$ cat src/design/wfsa_pkg.sv
`timescale 1ns / 1ps
`default_nettype none
// ----------------------------------------------------------------------------
// wfsa_pkg
// shared types and constants of the worst-fit segment allocator
// ----------------------------------------------------------------------------
package wfsa_pkg;

    localparam int NUM_SEGMENTS_DEF = 16;
    localparam int SIZE_BITS_DEF    = 16;
    localparam int OWNER_BITS_DEF   = 8;

    localparam int OPCODE_W = 1;
    localparam int INDEX_W  = 4;
    localparam int SIZE_W   = 16;
    localparam int PID_W    = 8;
    localparam int REQ_W    = 16;
    localparam int GRANT_W  = 1;
    localparam int CHOSEN_W = 4;

    localparam int S_DATA_BITS = INDEX_W + SIZE_W + PID_W + REQ_W;
    localparam int S_TDATA_W   = ((S_DATA_BITS + 7) / 8) * 8;
    localparam int M_TDATA_W   = ((CHOSEN_W + 7) / 8) * 8;

    localparam logic [OPCODE_W-1:0] OP_LOAD  = 1'b0;
    localparam logic [OPCODE_W-1:0] OP_ALLOC = 1'b1;

    typedef struct packed {
        logic load_en;
        logic scan_start;
        logic scan_step;
        logic commit;
    } wfsa_cmd_t;

    typedef struct packed {
        logic scan_last;
    } wfsa_status_t;

endpackage : wfsa_pkg
`default_nettype wire

$ cat src/design/wfsa_ram.sv
`timescale 1ns / 1ps
`default_nettype none
// ----------------------------------------------------------------------------
// wfsa_ram
// generic single write port ram with one registered read port
// ----------------------------------------------------------------------------
module wfsa_ram #(
    parameter int WIDTH = 16,
    parameter int DEPTH = 16
) (
    input  wire logic                     aclk,
    input  wire logic                     we,
    input  wire logic [$clog2(DEPTH)-1:0] waddr,
    input  wire logic [WIDTH-1:0]         wdata,
    input  wire logic [$clog2(DEPTH)-1:0] raddr,
    output logic      [WIDTH-1:0]         rdata
);

    logic [WIDTH-1:0] mem_reg [DEPTH];
    logic [WIDTH-1:0] rdata_reg;

    always_ff @(posedge aclk) begin
        if (we) begin
            mem_reg[waddr] <= wdata;
        end
        rdata_reg <= mem_reg[raddr];
    end

    assign rdata = rdata_reg;

endmodule : wfsa_ram
`default_nettype wire

$ cat src/design/wfsa_datapath.sv
`timescale 1ns / 1ps
`default_nettype none
// ----------------------------------------------------------------------------
// wfsa_datapath
// segment table, scan pointer, best-candidate tracking and result register
// ----------------------------------------------------------------------------
module wfsa_datapath #(
    parameter int NUM_SEGMENTS = wfsa_pkg::NUM_SEGMENTS_DEF,
    parameter int SIZE_BITS    = wfsa_pkg::SIZE_BITS_DEF,
    parameter int OWNER_BITS   = wfsa_pkg::OWNER_BITS_DEF
) (
    input  wire logic                            aclk,
    input  wire logic                            aresetn,
    input  wire wfsa_pkg::wfsa_cmd_t             cmd,
    output wfsa_pkg::wfsa_status_t               status,
    input  wire logic [wfsa_pkg::INDEX_W-1:0]    in_index,
    input  wire logic [wfsa_pkg::SIZE_W-1:0]     in_size,
    input  wire logic [wfsa_pkg::PID_W-1:0]      in_pid,
    input  wire logic [wfsa_pkg::REQ_W-1:0]      in_req,
    output logic      [wfsa_pkg::GRANT_W-1:0]    granted,
    output logic      [wfsa_pkg::CHOSEN_W-1:0]   chosen_segment,
    output logic      [OWNER_BITS-1:0]           owner_wdata,
    output logic      [OWNER_BITS-1:0]           owner_rdata
);

    import wfsa_pkg::*;

    localparam int IDX_W = $clog2(NUM_SEGMENTS);

    logic [NUM_SEGMENTS-1:0] present_reg;
    logic [NUM_SEGMENTS-1:0] taken_reg;

    logic [IDX_W-1:0]      scan_idx_reg;
    logic [IDX_W-1:0]      cmp_idx_reg;
    logic                  cmp_vld_reg;
    logic [SIZE_BITS-1:0]  req_reg;
    logic [OWNER_BITS-1:0] pid_reg;
    logic                  found_reg;
    logic [IDX_W-1:0]      best_idx_reg;
    logic [SIZE_BITS-1:0]  best_size_reg;
    logic                  granted_reg;
    logic [CHOSEN_W-1:0]   chosen_reg;

    logic                  load_hit;
    logic [IDX_W-1:0]      load_idx;
    logic [SIZE_BITS-1:0]  size_rd;
    logic                  hit;
    logic                  better;
    logic                  owner_we;

    assign load_idx = IDX_W'(in_index);
    assign load_hit = cmd.load_en && (32'(in_index) < 32'(NUM_SEGMENTS));

    wfsa_ram #(
        .WIDTH(SIZE_BITS),
        .DEPTH(NUM_SEGMENTS)
    ) u_size_ram (
        .aclk (aclk),
        .we   (load_hit),
        .waddr(load_idx),
        .wdata(SIZE_BITS'(in_size)),
        .raddr(scan_idx_reg),
        .rdata(size_rd)
    );

    assign owner_we    = cmd.commit && found_reg;
    assign owner_wdata = pid_reg;

    wfsa_ram #(
        .WIDTH(OWNER_BITS),
        .DEPTH(NUM_SEGMENTS)
    ) u_owner_ram (
        .aclk (aclk),
        .we   (owner_we),
        .waddr(best_idx_reg),
        .wdata(pid_reg),
        .raddr(best_idx_reg),
        .rdata(owner_rdata)
    );

    assign hit    = cmp_vld_reg && present_reg[cmp_idx_reg] && !taken_reg[cmp_idx_reg]
                    && (size_rd >= req_reg);
    assign better = hit && (!found_reg || (size_rd > best_size_reg));

    assign status.scan_last = (scan_idx_reg == IDX_W'(NUM_SEGMENTS - 1));

    // segment flags
    always_ff @(posedge aclk) begin
        if (!aresetn) begin
            present_reg <= '0;
            taken_reg   <= '0;
        end else begin
            if (load_hit) begin
                present_reg[load_idx] <= 1'b1;
                taken_reg[load_idx]   <= 1'b0;
            end
            if (owner_we) begin
                taken_reg[best_idx_reg] <= 1'b1;
            end
        end
    end

    always_ff @(posedge aclk) begin
        if (!aresetn) begin
            cmp_vld_reg <= 1'b0;
        end else begin
            cmp_vld_reg <= cmd.scan_step;
        end
    end

    // scan and best candidate
    always_ff @(posedge aclk) begin
        cmp_idx_reg <= scan_idx_reg;
        if (cmd.scan_start) begin
            scan_idx_reg <= '0;
            req_reg      <= SIZE_BITS'(in_req);
            pid_reg      <= OWNER_BITS'(in_pid);
            found_reg    <= 1'b0;
            best_idx_reg <= '0;
        end else begin
            if (cmd.scan_step && !status.scan_last) begin
                scan_idx_reg <= scan_idx_reg + 1'b1;
            end
            if (better) begin
                found_reg     <= 1'b1;
                best_idx_reg  <= cmp_idx_reg;
                best_size_reg <= size_rd;
            end
        end
    end

    // result register
    always_ff @(posedge aclk) begin
        if (cmd.commit) begin
            granted_reg <= found_reg;
            chosen_reg  <= found_reg ? CHOSEN_W'(best_idx_reg) : '0;
        end
    end

    assign granted        = granted_reg;
    assign chosen_segment = chosen_reg;

endmodule : wfsa_datapath
`default_nettype wire

$ cat src/design/wfsa_ctrl.sv
`timescale 1ns / 1ps
`default_nettype none
// ----------------------------------------------------------------------------
// wfsa_ctrl
// request sequencer: accept, scan, drain, result hand-off
// ----------------------------------------------------------------------------
module wfsa_ctrl (
    input  wire logic                           aclk,
    input  wire logic                           aresetn,
    input  wire logic                           s_tvalid,
    output logic                                s_tready,
    input  wire logic [wfsa_pkg::OPCODE_W-1:0]  in_opcode,
    output logic                                m_tvalid,
    input  wire logic                           m_tready,
    output wfsa_pkg::wfsa_cmd_t                 cmd,
    input  wire wfsa_pkg::wfsa_status_t         status
);

    import wfsa_pkg::*;

    localparam logic [1:0] ST_IDLE  = 2'd0;
    localparam logic [1:0] ST_SCAN  = 2'd1;
    localparam logic [1:0] ST_DRAIN = 2'd2;
    localparam logic [1:0] ST_DONE  = 2'd3;

    logic [1:0] state_reg;
    logic [1:0] state_next;
    logic       m_valid_reg;
    logic       m_valid_next;
    logic       accept;
    logic       fire;

    assign s_tready = (state_reg == ST_IDLE);
    assign accept   = s_tvalid && s_tready;
    assign fire     = (state_reg == ST_DONE) && (!m_valid_reg || m_tready);

    assign cmd.load_en    = accept && (in_opcode == OP_LOAD);
    assign cmd.scan_start = accept && (in_opcode == OP_ALLOC);
    assign cmd.scan_step  = (state_reg == ST_SCAN);
    assign cmd.commit     = fire;

    always_comb begin
        state_next = state_reg;
        case (state_reg)
            ST_IDLE: begin
                if (cmd.scan_start) begin
                    state_next = ST_SCAN;
                end
            end
            ST_SCAN: begin
                if (status.scan_last) begin
                    state_next = ST_DRAIN;
                end
            end
            ST_DRAIN: begin
                state_next = ST_DONE;
            end
            ST_DONE: begin
                if (fire) begin
                    state_next = ST_IDLE;
                end
            end
            default: begin
                state_next = ST_IDLE;
            end
        endcase
    end

    always_comb begin
        if (fire) begin
            m_valid_next = 1'b1;
        end else if (m_tready) begin
            m_valid_next = 1'b0;
        end else begin
            m_valid_next = m_valid_reg;
        end
    end

    always_ff @(posedge aclk) begin
        if (!aresetn) begin
            state_reg   <= ST_IDLE;
            m_valid_reg <= 1'b0;
        end else begin
            state_reg   <= state_next;
            m_valid_reg <= m_valid_next;
        end
    end

    assign m_tvalid = m_valid_reg;

endmodule : wfsa_ctrl
`default_nettype wire

$ cat src/design/worst_fit_segment_allocator_unit.sv
`timescale 1ns / 1ps
`default_nettype none
// ----------------------------------------------------------------------------
// worst_fit_segment_allocator_unit
// worst-fit allocator over a table of memory segments
// ----------------------------------------------------------------------------
// s_ channel carries one request per handshake: s_tuser is the opcode
// (load a segment size or allocate), s_tdata the index, size, owner id
// and requested size. a load gives no result. an allocate reads the
// table entries in turn on the size ram read port, then does the last
// compare in a drain state and the write-back to the result register;
// the request fields are captured at acceptance. the next request is
// taken only once the result has entered the output register, so a
// new request is not accepted while an allocate is still in progress.
// m_ channel gives granted on m_tuser and the chosen index on m_tdata.
// a result waits in the output register while m_tready is low; a
// following allocate then holds in write-back until the register frees.
// reset clears the present and taken flags at once; no clearing pass.
// ----------------------------------------------------------------------------
module worst_fit_segment_allocator_unit #(
    parameter int NUM_SEGMENTS = wfsa_pkg::NUM_SEGMENTS_DEF,
    parameter int SIZE_BITS    = wfsa_pkg::SIZE_BITS_DEF,
    parameter int OWNER_BITS   = wfsa_pkg::OWNER_BITS_DEF
) (
    input  wire logic                             aclk,
    input  wire logic                             aresetn,
    input  wire logic                             s_tvalid,
    output logic                                  s_tready,
    // segment_index, segment_size, process_id, request_size
    input  wire logic [wfsa_pkg::S_TDATA_W-1:0]   s_tdata,
    // opcode
    input  wire logic [wfsa_pkg::OPCODE_W-1:0]    s_tuser,
    output logic                                  m_tvalid,
    input  wire logic                             m_tready,
    // chosen_segment
    output logic      [wfsa_pkg::M_TDATA_W-1:0]   m_tdata,
    // granted
    output logic      [wfsa_pkg::GRANT_W-1:0]     m_tuser
);

    import wfsa_pkg::*;

    localparam int IDX_LSB  = 0;
    localparam int SIZE_LSB = IDX_LSB + INDEX_W;
    localparam int PID_LSB  = SIZE_LSB + SIZE_W;
    localparam int REQ_LSB  = PID_LSB + PID_W;

    wfsa_cmd_t             cmd;
    wfsa_status_t          status;
    logic [CHOSEN_W-1:0]   chosen;
    logic [OWNER_BITS-1:0] owner_wdata;
    logic [OWNER_BITS-1:0] owner_rdata;

    wfsa_ctrl u_ctrl (
        .aclk     (aclk),
        .aresetn  (aresetn),
        .s_tvalid (s_tvalid),
        .s_tready (s_tready),
        .in_opcode(s_tuser),
        .m_tvalid (m_tvalid),
        .m_tready (m_tready),
        .cmd      (cmd),
        .status   (status)
    );

    wfsa_datapath #(
        .NUM_SEGMENTS(NUM_SEGMENTS),
        .SIZE_BITS   (SIZE_BITS),
        .OWNER_BITS  (OWNER_BITS)
    ) u_datapath (
        .aclk          (aclk),
        .aresetn       (aresetn),
        .cmd           (cmd),
        .status        (status),
        .in_index      (s_tdata[IDX_LSB +: INDEX_W]),
        .in_size       (s_tdata[SIZE_LSB +: SIZE_W]),
        .in_pid        (s_tdata[PID_LSB +: PID_W]),
        .in_req        (s_tdata[REQ_LSB +: REQ_W]),
        .granted       (m_tuser),
        .chosen_segment(chosen),
        .owner_wdata   (owner_wdata),
        .owner_rdata   (owner_rdata)
    );

    assign m_tdata = M_TDATA_W'(chosen);

    a_result_after_commit: assert property (@(posedge aclk) disable iff (!aresetn)
        $rose(m_tvalid) |-> $past(cmd.commit))
        else $error("result raised without a commit");

    a_no_accept_in_commit: assert property (@(posedge aclk) disable iff (!aresetn)
        cmd.commit |-> !s_tready)
        else $error("request accepted during result write-back");

    a_owner_recorded: assert property (@(posedge aclk) disable iff (!aresetn)
        ($past(cmd.commit, 2) && $past(m_tuser, 1) == GRANT_W'(1))
        |-> owner_rdata == $past(owner_wdata, 2))
        else $error("owner id not recorded in granted segment");

endmodule : worst_fit_segment_allocator_unit
`default_nettype wire

$ cat config.mk
export PLATFORM = sky130hd
export DESIGN_NAME = worst_fit_segment_allocator_unit
export DESIGN_NICKNAME = d
export VERILOG_FILES = /design/src/design/wfsa_pkg.sv /design/src/design/wfsa_ram.sv /design/src/design/wfsa_datapath.sv /design/src/design/wfsa_ctrl.sv /design/src/design/worst_fit_segment_allocator_unit.sv
export SDC_FILE = /design/constraint.sdc
export NUM_CORES = 1
export LEC_CHECK = 0
export ABC_AREA = 1
export CAP_MARGIN = 20
export CORE_MARGIN = 3
export CORE_UTILIZATION = 25
export DETAILED_ROUTE_END_ITERATION = 12
export DONT_BUFFER_PORTS = 1
export PLACE_DENSITY = 0.38
export SLEW_MARGIN = 20
export SYNTH_ARGS = -nofsm -noshare
export SYNTH_HDL_FRONTEND = slang
export SYNTH_SLANG_ARGS = --single-unit
$ cat constraint.sdc
create_clock -name aclk -period 3.49 [get_ports aclk]
set_input_delay 0.349 -clock aclk [delete_from_list [all_inputs] [get_ports aclk]]
set_output_delay 0.349 -clock aclk [all_outputs]
set_load 0.02 [all_outputs]
==> reports/results.tsv <==
stage	metric	value	unit
clocking	clkTransAtPathRegs	0.06	ns
power_and_ir_drop	leakage	6.028	nW
setup_path	worstSetupStartpointType	flip-flop	
floorplanning	floorplan.initialDensity	0.2542	
place	port_buffers	0	
place	dpl.hpwl	22.74	mm
place	gp_congestion	0.7313	
final_layout	drive_gt1_frac	0.09506	
clocking	cts_tree	done	
final_layout	syn_to_final_growth	18.24	%
clocking	cts_sinks	358	
power_and_ir_drop	max-vdd-ir-drop	0.3292	mV
yosys	synth_area	14440	um2
route	first_pass_iters	5	
setup_path	r2r-end	u_datapath.u_size_ram.mem_reg[10][0]$_DFFE_PP_	
timing	holdWs	0.1229	ns
timing	fin_crit	2.548	ns
power_and_ir_drop	power_density	737.3	nW/um2
yosys	seq_area_frac_synth	0.6993	
clocking	cts_buffer_depth	3	
setup_path	r2r_start	u_ctrl.state_reg[1]$_SDFFE_PN0P_	
yosys	yosysMostFrequentCell	edfxtp_1	
timing	rsz0062_at_grt	no	
hold_path	min_to	u_datapath.taken_reg[14]$_SDFF_PN0_	
final_layout	regArea	10100	um2
timing	setup_viol	0	
hold_path	min_path_type	input port to flip-flop	
route	avgRoutedWirePerCell	19.13	um
grt	grt_pass1_wl	58.71	mm
clocking	tritoncts.num_buffers	41	
floorplanning	core-area	56820	um2
setup_path	rrSetupSlack	0.94	ns
yosys	netlist.top_cell.by_area	edfxtp_1	
grt	grt_pass1_vias	9035	
yosys	ys_warn_count	0	
floorplanning	die-area	60690	um2
final_layout	nFillCells	5865	
clocking	clkLatencyLatePin	0.55	ns
final_layout	largest_reg_flops	256	
route	vias_per_cell	4.353	
timing	setup_ws	0.9418	ns
timing	fmax	392.4	MHz
yosys	ys_async_sr_fraction	0	
flow_run	maxCapViolations	0	
setup_path	required	3.70	ns
grt	grtUsageTotal	0.1315	
hold_path	worstHoldStart	s_tuser	
floorplanning	die_x	246.4	um
timing	drv_slew	0	
yosys	synth_cell_types	40	
setup_path	critPathKind	flip-flop to flip-flop	
timing	tightest_slew	0.8548	ns
clocking	ctsRootBufferMaster	clkbuf_16	
timing	fin_skew	0.01467	ns
yosys	synthFlopType	edfxtp_1	
timing	slew_headroom	0.4302	
setup_path	critical_path.max_fanout	17	
yosys	synth_edf_count	293	
yosys	synth_top_area_frac	0.6092	
setup_path	cp-end-kind	flip-flop	
timing	hold_viol_final	0	
yosys	ys_top_cells_by_area	edfxtp_1 (61%), dfxtp_1 (9.0%), nor2_1 (5.1%), o21ai_0 (4.6%), nand2_1 (3.7%)	
route	wl	39.64	mm
clocking	post_cts_resized	0	
power_and_ir_drop	power	12.59	mW
grt	grt_max_degree	72	
clocking	cts_max_level	2	
setup_path	worstPathArrival	2.75	ns
floorplanning	rows	87	
floorplanning	die_y	246.4	um
yosys	synth_seq_cells	358	
status	outcome	complete, no violations	
route	vias	9019	
timing	fin_crit_sh	0.7302	
final_layout	multiInputGateArea	3657	um2
final_layout	layout.nets	1372	
yosys	synthTopCellsByCount	edfxtp_1 (293), nor2_1 (195), nand2_1 (141)	
route	drt_iter0_drc	476	
route	drtAntennaViolNets	0	
grt	grt-ovfl-total	0	
floorplanning	io_pins	64	
route	drc_errors	0	
yosys	netlist_instances	1226	
hold_path	whs_path_depth	4	
timing	tns	0	ns
grt	antenna_found_initial	2	
place	dp_slack	0.9230	ns
yosys	syn_area_per_cell	11.78	um2
setup_path	r2r_cells	9	
area by class of cell:
type / instances / share of cell area
Sequential cell: 358 / 0.5917
Multi-Input combinational cell: 706 / 0.2142
Clock buffer: 60 / 0.07217
Tap cell: 756 / 0.05539
Timing Repair Buffer: 67 / 0.03590
Inverter: 108 / 0.02425
Clock inverter: 16 / 0.006301
Antenna cell: 1 / 0.0001465
layout by cell type (no fill, tap or decap), drive strengths merged, types with 14 or more instances in the layout:
cell and n:
edfxtp 293, nor2 200, nand2 143, o21ai 143, inv 107, dfxtp 65
clkbuf 60, nand3 53, a21oi 38, o22ai 37, ha 37, dlygate4sd3 34
buf 33, o221ai 28, clkinv 14
metal layers:
metal  routed length (um)  global-route usage  share of wire  up-vias
met5                    7                   0        0.00018        -
met4                 1127             0.04282          0.028        2
met3                 1565             0.02667          0.039       57
met2                19510              0.2264           0.49      145
met1                17430              0.1651           0.44     4383
li1                     -                   -              -     4432
power breakdown:
group          switching [mW]  total (mW)  internal [mW]
registers               0.256        5.18           4.92
clock network            1.72        4.25           2.53
logic                    2.20        3.17          0.972
total                    4.17        12.6           8.42
per-stage QoR:
stage	instance area, um2	instances	util
floorplan	14450	1229	-
global placement	15390	1961	0.2709
detailed placement	15390	1961	0.2709
CTS	17080	2071	0.3005
global route	17080	2071	0.3005
finish	17080	2072	0.3005
critical path, cell delays in order, from the launching register on:
cell	delay, ns
dfxtp_1	0.33
inv_1	0.10
ha_1	0.38
inv_2	0.11
nor3_4	0.38
inv_2	0.13
nor2_1	0.24
nand2_1	0.12
inv_1	0.07
buf_4	0.32
cell families (layout without fill, tap and decap cells):
| logic type | Yosys count | in the layout | synth area share |
|---|---|---|---|
| compound gates | 257 | 257 | 0.1029 |
| xor+xnor | 1 | 1 | 0.0006065 |
| fa+ha+maj | 37 | 37 | 0.03205 |
| buf+inv | 165 | 251 | 0.04895 |
| flops | 358 | 358 | 0.6993 |
| other cells | 1 | 5 | 0.0002596 |
| simple gates | 407 | 407 | 0.1159 |
worst max path at each step:
stage	from	endpoint	cells past startpoint
final	u_ctrl.state_reg[1]$_SDFFE_PN0P_	u_datapath.u_size_ram.mem_reg[10][0]$_DFFE_PP_	9
after global routing	u_ctrl.state_reg[0]$_SDFFE_PN0P_	u_datapath.u_size_ram.mem_reg[10][1]$_DFFE_PP_	9
after CTS	u_ctrl.state_reg[0]$_SDFFE_PN0P_	u_datapath.u_size_ram.mem_reg[10][5]$_DFFE_PP_	9
after detailed placement	u_ctrl.state_reg[0]$_SDFFE_PN0P_	u_datapath.u_size_ram.mem_reg[10][4]$_DFFE_PP_	9
after global placement	u_ctrl.state_reg[0]$_SDFFE_PN0P_	u_datapath.u_size_ram.mem_reg[9][2]$_DFFE_PP_	9
after floorplan	u_ctrl.state_reg[0]$_SDFFE_PN0P_	u_datapath.u_size_ram.mem_reg[5][0]$_DFFE_PP_	8
repair_timing:
action	4_1_cts	5_1_grt
hold buffers	34	0
hold endpoints to repair	276	0
setup buffers	0	0
(Power assumes the default switching activity.)
